### src/cs_pkg.sv
// Shared widths and defaults for the cosine similarity block.
package cs_pkg;

  // Accumulator width for the dot product and the squared norms
  localparam int ACC_W = 48;
  // Operand width of the shared multiplier (half an accumulator)
  localparam int MUL_W = ACC_W / 2;
  // Full product of two accumulators
  localparam int WIDE_W = 2 * ACC_W;
  // Partial products needed for one accumulator by accumulator product
  localparam int PART_CNT = (ACC_W / MUL_W) * (ACC_W / MUL_W);
  // Fraction bits of the result and bits of its magnitude
  localparam int FRAC_BITS = 14;
  localparam int Q_W = FRAC_BITS + 1;
  localparam int SIM_W = 16;
  // Working width of the root search: (2^Q_W)^2 times a wide product
  localparam int ROOT_W = WIDE_W + 2 * Q_W;

  // Defaults for the top level parameters
  localparam int MAX_LEN_DEF = 1024;
  localparam int ELEM_WIDTH_DEF = 16;

endpackage

### src/cosine_similarity.sv
// Cosine similarity of two streamed fixed-point vectors.
//
// Input channel (pair_valid / pair_ready) carries one element pair per
// transfer, signed Q1.15, with last_pair marking the final pair. Output
// channel (result_valid / result_ready) carries one result per vector:
// similarity in signed Q1.14 truncated toward zero, plus zero_norm and
// too_long flags, either of which forces similarity to 0.
// Each pair runs through S_MUL_AB, S_MUL_AA, S_MUL_BB and S_ADD_BB before
// ready returns: the single 24x24 multiplier forms a*b, a*a and b*b in
// turn, one a cycle. Pairs beyond MAX_LEN are dropped at the transfer and
// only set too_long. After the last pair, S_WIDE builds the two 96-bit
// products from four partial products each, then the root search settles
// the result one bit at a time, from the top bit down.
// The result sits in an output register; pairs of the next vector are
// taken while it waits, but a further result holds the block until the
// receiver takes the previous one. Synchronous reset clears all sums,
// the pair count and both channels.
module cosine_similarity #(
  parameter int MAX_LEN    = cs_pkg::MAX_LEN_DEF,
  parameter int ELEM_WIDTH = cs_pkg::ELEM_WIDTH_DEF
) (
  input  logic                               clk,
  input  logic                               rst,
  input  logic                               pair_valid,
  output logic                               pair_ready,
  input  logic signed [ELEM_WIDTH-1:0]       element_a,
  input  logic signed [ELEM_WIDTH-1:0]       element_b,
  input  logic                               last_pair,
  output logic                               result_valid,
  input  logic                               result_ready,
  output logic signed [cs_pkg::SIM_W-1:0]    similarity,
  output logic                               zero_norm,
  output logic                               too_long
);
  import cs_pkg::*;

  localparam int CNT_W = $clog2(MAX_LEN + 1);
  localparam logic [CNT_W-1:0] CNT_MAX = CNT_W'(MAX_LEN);
  localparam logic [3:0] WIDE_LAST = 4'(2 * PART_CNT);

  typedef enum logic [3:0] {
    S_IDLE,
    S_MUL_AB,
    S_MUL_AA,
    S_MUL_BB,
    S_ADD_BB,
    S_FINAL,
    S_WIDE,
    S_ROOT,
    S_RESULT
  } state_t;

  state_t                  state;
  logic [ELEM_WIDTH-1:0]   mag_a;
  logic [ELEM_WIDTH-1:0]   mag_b;
  logic [ELEM_WIDTH-1:0]   mag_a_in;
  logic [ELEM_WIDTH-1:0]   mag_b_in;
  logic                    neg_ab;
  logic                    last_seen;
  logic [ACC_W-1:0]        dot_sum;
  logic [ACC_W-1:0]        norm_a_sum;
  logic [ACC_W-1:0]        norm_b_sum;
  logic [CNT_W-1:0]        pair_count;
  logic                    overflowed;
  logic [ACC_W-1:0]        dot_mag;
  logic                    dot_neg;
  logic [3:0]              step;
  logic [3:0]              step_m1;
  logic [WIDE_W-1:0]       p_wide;
  logic [WIDE_W-1:0]       r_wide;
  logic [WIDE_W-1:0]       pp_wide;
  logic [SIM_W-1:0]        res_sim;
  logic                    res_zero;
  logic                    res_long;
  logic                    root_start;
  logic                    root_done;
  logic [Q_W-1:0]          root_q;
  logic [MUL_W-1:0]        mul_x;
  logic [MUL_W-1:0]        mul_y;
  logic [2*MUL_W-1:0]      mul_prod;

  assign pair_ready = (state == S_IDLE);

  // Element magnitudes; the most negative code maps onto its own pattern
  assign mag_a_in = element_a[ELEM_WIDTH-1] ? $unsigned(-element_a) : $unsigned(element_a);
  assign mag_b_in = element_b[ELEM_WIDTH-1] ? $unsigned(-element_b) : $unsigned(element_b);

  // Select multiplier operands for the current step
  always_comb begin
    mul_x = '0;
    mul_y = '0;
    unique case (state)
      S_MUL_AB: begin
        mul_x = MUL_W'(mag_a);
        mul_y = MUL_W'(mag_b);
      end
      S_MUL_AA: begin
        mul_x = MUL_W'(mag_a);
        mul_y = MUL_W'(mag_a);
      end
      S_MUL_BB: begin
        mul_x = MUL_W'(mag_b);
        mul_y = MUL_W'(mag_b);
      end
      S_WIDE: begin
        if (step[2]) begin
          mul_x = step[1] ? dot_mag[ACC_W-1:MUL_W] : dot_mag[MUL_W-1:0];
          mul_y = step[0] ? dot_mag[ACC_W-1:MUL_W] : dot_mag[MUL_W-1:0];
        end else begin
          mul_x = step[1] ? norm_a_sum[ACC_W-1:MUL_W] : norm_a_sum[MUL_W-1:0];
          mul_y = step[0] ? norm_b_sum[ACC_W-1:MUL_W] : norm_b_sum[MUL_W-1:0];
        end
      end
      default: begin
        mul_x = '0;
        mul_y = '0;
      end
    endcase
  end

  // Align the partial product issued in the previous cycle
  assign step_m1 = step - 4'd1;
  always_comb begin
    unique case (step_m1[1:0])
      2'd0:    pp_wide = WIDE_W'(mul_prod);
      2'd1:    pp_wide = WIDE_W'(mul_prod) << MUL_W;
      2'd2:    pp_wide = WIDE_W'(mul_prod) << MUL_W;
      default: pp_wide = WIDE_W'(mul_prod) << (2 * MUL_W);
    endcase
  end

  cs_mul u_mul (
    .clk  (clk),
    .x    (mul_x),
    .y    (mul_y),
    .prod (mul_prod)
  );

  cs_root u_root (
    .clk   (clk),
    .rst   (rst),
    .start (root_start),
    .p     (p_wide),
    .r     (r_wide),
    .done  (root_done),
    .q     (root_q)
  );

  // Sequencer, sums and output register
  always_ff @(posedge clk) begin
    if (rst) begin
      state        <= S_IDLE;
      dot_sum      <= '0;
      norm_a_sum   <= '0;
      norm_b_sum   <= '0;
      pair_count   <= '0;
      overflowed   <= 1'b0;
      root_start   <= 1'b0;
      result_valid <= 1'b0;
    end else begin
      // Drop the result once the receiver takes it, unless a new one is loaded
      if (result_ready && (state != S_RESULT)) begin
        result_valid <= 1'b0;
      end
      unique case (state)
        S_IDLE: begin
          if (pair_valid) begin
            mag_a     <= mag_a_in;
            mag_b     <= mag_b_in;
            neg_ab    <= element_a[ELEM_WIDTH-1] ^ element_b[ELEM_WIDTH-1];
            last_seen <= last_pair;
            if (pair_count == CNT_MAX) begin
              overflowed <= 1'b1;
              state      <= last_pair ? S_FINAL : S_IDLE;
            end else begin
              state <= S_MUL_AB;
            end
          end
        end
        S_MUL_AB: begin
          state <= S_MUL_AA;
        end
        S_MUL_AA: begin
          dot_sum <= neg_ab ? dot_sum - mul_prod : dot_sum + mul_prod;
          state   <= S_MUL_BB;
        end
        S_MUL_BB: begin
          norm_a_sum <= norm_a_sum + mul_prod;
          state      <= S_ADD_BB;
        end
        S_ADD_BB: begin
          norm_b_sum <= norm_b_sum + mul_prod;
          pair_count <= pair_count + 1'b1;
          state      <= last_seen ? S_FINAL : S_IDLE;
        end
        S_FINAL: begin
          // Settle the flags; only a clean vector goes on to the search
          res_long <= overflowed;
          res_zero <= (norm_a_sum == '0) || (norm_b_sum == '0);
          res_sim  <= '0;
          dot_neg  <= dot_sum[ACC_W-1];
          dot_mag  <= dot_sum[ACC_W-1] ? -dot_sum : dot_sum;
          p_wide   <= '0;
          r_wide   <= '0;
          step     <= '0;
          if (overflowed || (norm_a_sum == '0) || (norm_b_sum == '0)) begin
            state <= S_RESULT;
          end else begin
            state <= S_WIDE;
          end
        end
        S_WIDE: begin
          // Sum partial products: first norm_a*norm_b, then dot*dot
          if (step != '0) begin
            if (step_m1[2]) begin
              r_wide <= r_wide + pp_wide;
            end else begin
              p_wide <= p_wide + pp_wide;
            end
          end
          if (step == WIDE_LAST) begin
            root_start <= 1'b1;
            state      <= S_ROOT;
          end else begin
            step <= step + 4'd1;
          end
        end
        S_ROOT: begin
          root_start <= 1'b0;
          if (root_done) begin
            res_sim <= dot_neg ? -SIM_W'(root_q) : SIM_W'(root_q);
            state   <= S_RESULT;
          end
        end
        S_RESULT: begin
          // Hand over the result and clear the sums for the next vector
          if (!result_valid || result_ready) begin
            result_valid <= 1'b1;
            similarity   <= res_sim;
            zero_norm    <= res_zero;
            too_long     <= res_long;
            dot_sum      <= '0;
            norm_a_sum   <= '0;
            norm_b_sum   <= '0;
            pair_count   <= '0;
            overflowed   <= 1'b0;
            state        <= S_IDLE;
          end
        end
        default: begin
          state <= S_IDLE;
        end
      endcase
    end
  end

endmodule

### src/cs_mul.sv
// Shared unsigned multiplier with a registered product.
module cs_mul (
  input  logic                           clk,
  input  logic [cs_pkg::MUL_W-1:0]       x,
  input  logic [cs_pkg::MUL_W-1:0]       y,
  output logic [2*cs_pkg::MUL_W-1:0]     prod
);
  import cs_pkg::*;

  // Register the product every cycle; the sequencer picks the cycle it needs
  always_ff @(posedge clk) begin
    prod <= (2*MUL_W)'(x) * (2*MUL_W)'(y);
  end

endmodule

### src/cs_root.sv
// Bit-serial search for the largest q with q*q*p <= r*2^(2*FRAC_BITS).
module cs_root (
  input  logic                        clk,
  input  logic                        rst,
  input  logic                        start,
  input  logic [cs_pkg::WIDE_W-1:0]   p,
  input  logic [cs_pkg::WIDE_W-1:0]   r,
  output logic                        done,
  output logic [cs_pkg::Q_W-1:0]      q
);
  import cs_pkg::*;

  localparam int K_W = $clog2(Q_W);
  localparam logic [K_W-1:0] K_TOP = K_W'(Q_W - 1);

  logic              busy;
  logic              phase;
  logic [K_W-1:0]    k;
  // s = q^2*p, v = q*p*2^(k+1), u = p*2^(2k), all scaled by 2^(2*FRAC_BITS)
  logic [ROOT_W-1:0] s;
  logic [ROOT_W-1:0] v;
  logic [ROOT_W-1:0] u;
  logic [ROOT_W-1:0] w;
  logic [ROOT_W-1:0] vu;
  logic [ROOT_W-1:0] rhs;
  logic [ROOT_W-1:0] cand;
  logic              fit;
  logic              last_bit;

  // Trial square with the current bit set, and its test against the bound
  assign cand = s + w;
  assign fit = (cand <= rhs);
  // Stop at bit zero, or at once when the top bit fits (q is then exactly one)
  assign last_bit = (k == '0) || (fit && (k == K_TOP));

  always_ff @(posedge clk) begin
    if (rst) begin
      busy <= 1'b0;
      done <= 1'b0;
    end else begin
      // Flag completion on the second phase of the final bit
      done <= !start && busy && phase && last_bit;
      if (start) begin
        // Load operands and start at the top bit
        s     <= '0;
        v     <= '0;
        u     <= ROOT_W'(p) << (2 * FRAC_BITS);
        rhs   <= ROOT_W'(r) << (2 * FRAC_BITS);
        q     <= '0;
        k     <= K_TOP;
        phase <= 1'b0;
        busy  <= 1'b1;
      end else if (busy) begin
        if (!phase) begin
          // Form the increment and the next cross term
          w     <= v + u;
          vu    <= (v >> 1) + u;
          phase <= 1'b1;
        end else begin
          // Keep the bit if the trial square stays within the bound
          if (fit) begin
            s <= cand;
            q <= q | (Q_W'(1) << k);
            v <= vu;
          end else begin
            v <= v >> 1;
          end
          u     <= u >> 2;
          k     <= k - 1'b1;
          phase <= 1'b0;
          if (last_bit) begin
            busy <= 1'b0;
          end
        end
      end
    end
  end

endmodule

### config.mk
export PLATFORM = sky130hd
export DESIGN_NAME = cosine_similarity
export DESIGN_NICKNAME = d
export VERILOG_FILES = /design/src/cs_pkg.sv /design/src/cosine_similarity.sv /design/src/cs_mul.sv /design/src/cs_root.sv
export SDC_FILE = /design/constraint.sdc
export NUM_CORES = 2
export LEC_CHECK = 0
export ABC_CLOCK_PERIOD_IN_PS = 49500
export BUFFER_PORTS_ARGS = -buffer_cell sky130_fd_sc_hd__buf_4
export CORE_AREA = 3 3 533 535
export CTS_BUF_LIST = sky130_fd_sc_hd__clkbuf_8
export CTS_CLUSTER_DIAMETER = 60
export DETAILED_ROUTE_END_ITERATION = 7
export DIE_AREA = 0 0 536 538
export PLACE_DENSITY = 0.6
export SLEW_MARGIN = 20
export SYNTH_ARGS = -nofsm -noshare
export SYNTH_HDL_FRONTEND = slang
export SYNTH_SLANG_ARGS = --single-unit
### constraint.sdc
create_clock -name clk -period 49.5 [get_ports clk]
set_input_delay 9.9 -clock clk [delete_from_list [all_inputs] [get_ports clk]]
set_output_delay 9.9 -clock clk [all_outputs]
set_load 0.005 [all_outputs]
==> metrics <==
status=complete, no violations; largest net degree at the start of global routing=about 130; Max transition margin=18.8%; Final Instance Area=121000 µm²; fmax=approximately 78 MHz; Starting Density=40.0%; Total Routing Usage GR=24.3%; via count of the first global-routing pass=87911; Longest Clk Path Bufs=4; post-route setup slack=approximately 37 ns; max-cap violations=0; routed via count=about 91000; clock sink count=approximately 1300; Final #Nets=13509; Final Max Tran Viols=0; Ys Warns=0; Hold/Removal Path Class=flip-flop to flip-flop; Post-Route WL=approximately 360000 µm; clk_lat worst skew=1.02 ns; final worst path period share=25.8%; Final Hold Viols=0; highest routed layer=met5; Combinational Power Share=20.3%; die area=288000 µm²; die height=538 µm; PostCTS Resize Cnt=0; Routed met1 length=157000 µm; switch share=31.5%; fin cells=around 16000; Die Wd=536 µm; Leakage=between 50 and 60 nW; Hold EP=similarity[4]$_DFFE_PP_; Cells after Synth=about 12000; Clk pwr share=37.7%; Post-synth EDFFs=1059; maximum VDD drop=0.0248 mV; GPL Wtd Cong=about 0.98; final setup skew=between 0.09 and 0.1 ns; PD cells=23.3 nW/µm²; total gr overflow=0; router iterations before antenna repair=6; Least-Margin Pin Slew=1.22 ns; Reg2Reg Setup Slack=38.44 ns; CP endpoint kind=flip-flop; PortBufs=56; H-tree level count=4; first-pass GRT wire length=540000 µm; CP arrival=13.35 ns; TritonCTS clock tree=built; WL met3=between 20000 and 25000 µm; library cells used by synthesis=95; P_sw=886 µW; crit path kind=input port to flip-flop; terminus of the critical flop-to-flop path=u_mul.prod[47]$_DFF_P_; Netlist Area Pre-Place=112000 µm²; Yosys reg bits=1271; Power, Total=2.82 mW; syn avg cell area=9.23 µm²; reg2reg start=state[1]$_SDFFE_PP0P_; crit start category=input port; # IOs=57; antenna-violating nets left=0; Post-Place Cells=15478; post-synthesis async set-or-reset flop share=0%; met2 wire len=159000 µm; worst-path maximum fanout=56; Worst Hold Launch=res_sim[4]$_SDFFCE_PN0P_; Internal Power=around 1.9 mW; Core Area=approximately 280000 µm²; Synth-to-Final Area Change=8.10%; hold path depth=0; Final min period=roughly 13 ns; HPWL after DPL=roughly 280000 µm; Area after DPL=116000 µm²; Synth Flop Type=edfxtp_1; Setup TNS Final=0 ns; initial antenna violation count=21; Starting DRT DRC Count=7646; RSZ-0062 raised after global routing=false; Worst-path clk slew=0.07 ns; Reg power frac=42.0%; DRC Markers=0; DR vias/cell=5.70; cts bufs inserted=around 240; worst hold slack=0.397 ns; number of post-CTS setup repair buffers=0; layout cells sized above 1=around 6.6%; final setup violation count=0; DR WL/cell=22.6 µm; DP Worst Slack=between 30 and 40 ns; synthesized net count=13632; register area share after synthesis=32.3%; CTS Root Cell=clkbuf_8; CP required=50.07 ns; hold buffers post-CTS=0; Util after Layout=43.2%; R2R depth=34; FP Rows=194
## worst max-delay path by stage
stage                     start                   endpoint  slack, ns  depth (start not counted)
final                       rst    u_root.w[118]$_DFFE_PP_      36.72                          7
after detailed placement    rst    u_root.w[121]$_DFFE_PP_      35.80                          7
after global routing        rst     u_root.w[97]$_DFFE_PP_      36.56                          7
after CTS                   rst     u_root.w[97]$_DFFE_PP_      36.84                          7
after global placement      rst    u_root.w[121]$_DFFE_PP_      35.81                          7
after floorplan             rst  u_root.q[0]$_SDFFCE_PP0P_      10.27                          4
## registers in the layout, indices dropped and copies added, names as in the netlist, 15 cells and up
| register | cells |
|---|---|
| dot_mag | 48 |
| dot_sum | 48 |
| mag_a | 16 |
| mag_b | 16 |
| norm_a_sum | 48 |
| norm_b_sum | 48 |
| p_wide | 96 |
| r_wide | 96 |
| res_sim | 16 |
| similarity | 16 |
| u_mul.prod | 48 |
| u_root.q | 15 |
| u_root.rhs | 96 |
| u_root.s | 126 |
| u_root.u | 124 |
| u_root.v | 126 |
| u_root.vu | 126 |
| u_root.w | 126 |
## layout make-up
type | instances | area [µm²]
multi-input cells | 9325 | 70100
diodes | 12 | 30.0
inverters | 943 | 3540
flip-flops and latches | 1271 | 36000
fillers | 27340 | 159000
clock inverters | 185 | 1430
clock buffers | 243 | 3340
repair buffers | 215 | 1630
well taps | 3724 | 4660
## layer usage
metal	track usage, %	vias up
met2	38.5	3078
met5	0	-
met1	32.6	43725
met3	3.54	847
met4	11.9	16
li1	-	43070
## critical path: stages
cell and delay (ns):
buf_4 0.16, nand2b_1 0.18, nor3_2 0.20, buf_4 0.68, buf_4 0.70, buf_4 0.60, buf_4 0.65
## Yosys cell counts (all sizes together) (18+ instances only)
master	n	share of area (%)
a211o	18	0.14
a211oi	60	0.40
a21boi	48	0.32
a21o	520	3.5
a21oi	1035	4.6
a221o	35	0.31
a221oi	44	0.34
a22o	90	0.71
a22oi	89	0.60
a31oi	72	0.40
a41oi	23	0.18
and2	238	1.3
and3	57	0.32
buf	43	0.19
clkbuf	533	1.8
dfxtp	212	3.8
edfxtp	1059	28
fa	490	8.8
ha	990	11
inv	943	3.2
mux2	108	1.1
mux2i	150	1.3
mux4	35	0.71
nand2	990	3.3
nand2b	130	0.74
nand3	153	0.69
nand4	279	1.6
nor2	1154	3.9
nor2b	122	0.68
nor3	168	0.76
nor3b	21	0.14
nor4	79	0.44
o211ai	44	0.30
o21a	109	0.73
o21ai	551	2.5
o21bai	184	1.2
o221ai	20	0.16
o31ai	66	0.46
o41ai	19	0.16
or2	40	0.23
or3	64	0.36
xnor2	536	4.2
xor2	291	2.3
## cells in the final DEF, fill, tap and decap left out, drive strengths merged, types with 40 or more instances in the layout
cell type	instances
a211oi	60
a21boi	48
a21o	520
a21oi	1035
a221oi	44
a22o	90
a22oi	89
a31oi	72
and2	238
and3	57
buf	215
clkbuf	243
clkinv	80
dfxtp	212
edfxtp	1059
fa	490
ha	990
inv	1012
mux2	108
mux2i	150
nand2	990
nand2b	130
nand3	153
nand4	279
nor2	1154
nor2b	122
nor3	168
nor4	79
o211ai	44
o21a	109
o21ai	551
o21bai	184
o31ai	66
or2	40
or3	64
xnor2	536
xor2	291
## logic make-up after synthesis
family / share of synthesized area (%)
buf+inv: 5.15
fa+ha+maj: 19.9
flops: 32.3
simple gates: 15.0
mux: 3.14
xor+xnor: 6.48
compound gates: 18.1
## power by group through the flow
stage / logic (mW) / registers, mW / clock network [mW]
finish: 0.572 / 1.18 / 1.06
global placement: 0.561 / 1.21 / 0
CTS: 0.565 / 1.18 / 1.09
floorplan: 0.385 / 1.20 / 0
global route: 0.621 / 1.18 / 1.13
detailed placement: 0.563 / 1.21 / 0
Note: power is estimated with default switching activity, not from simulation.
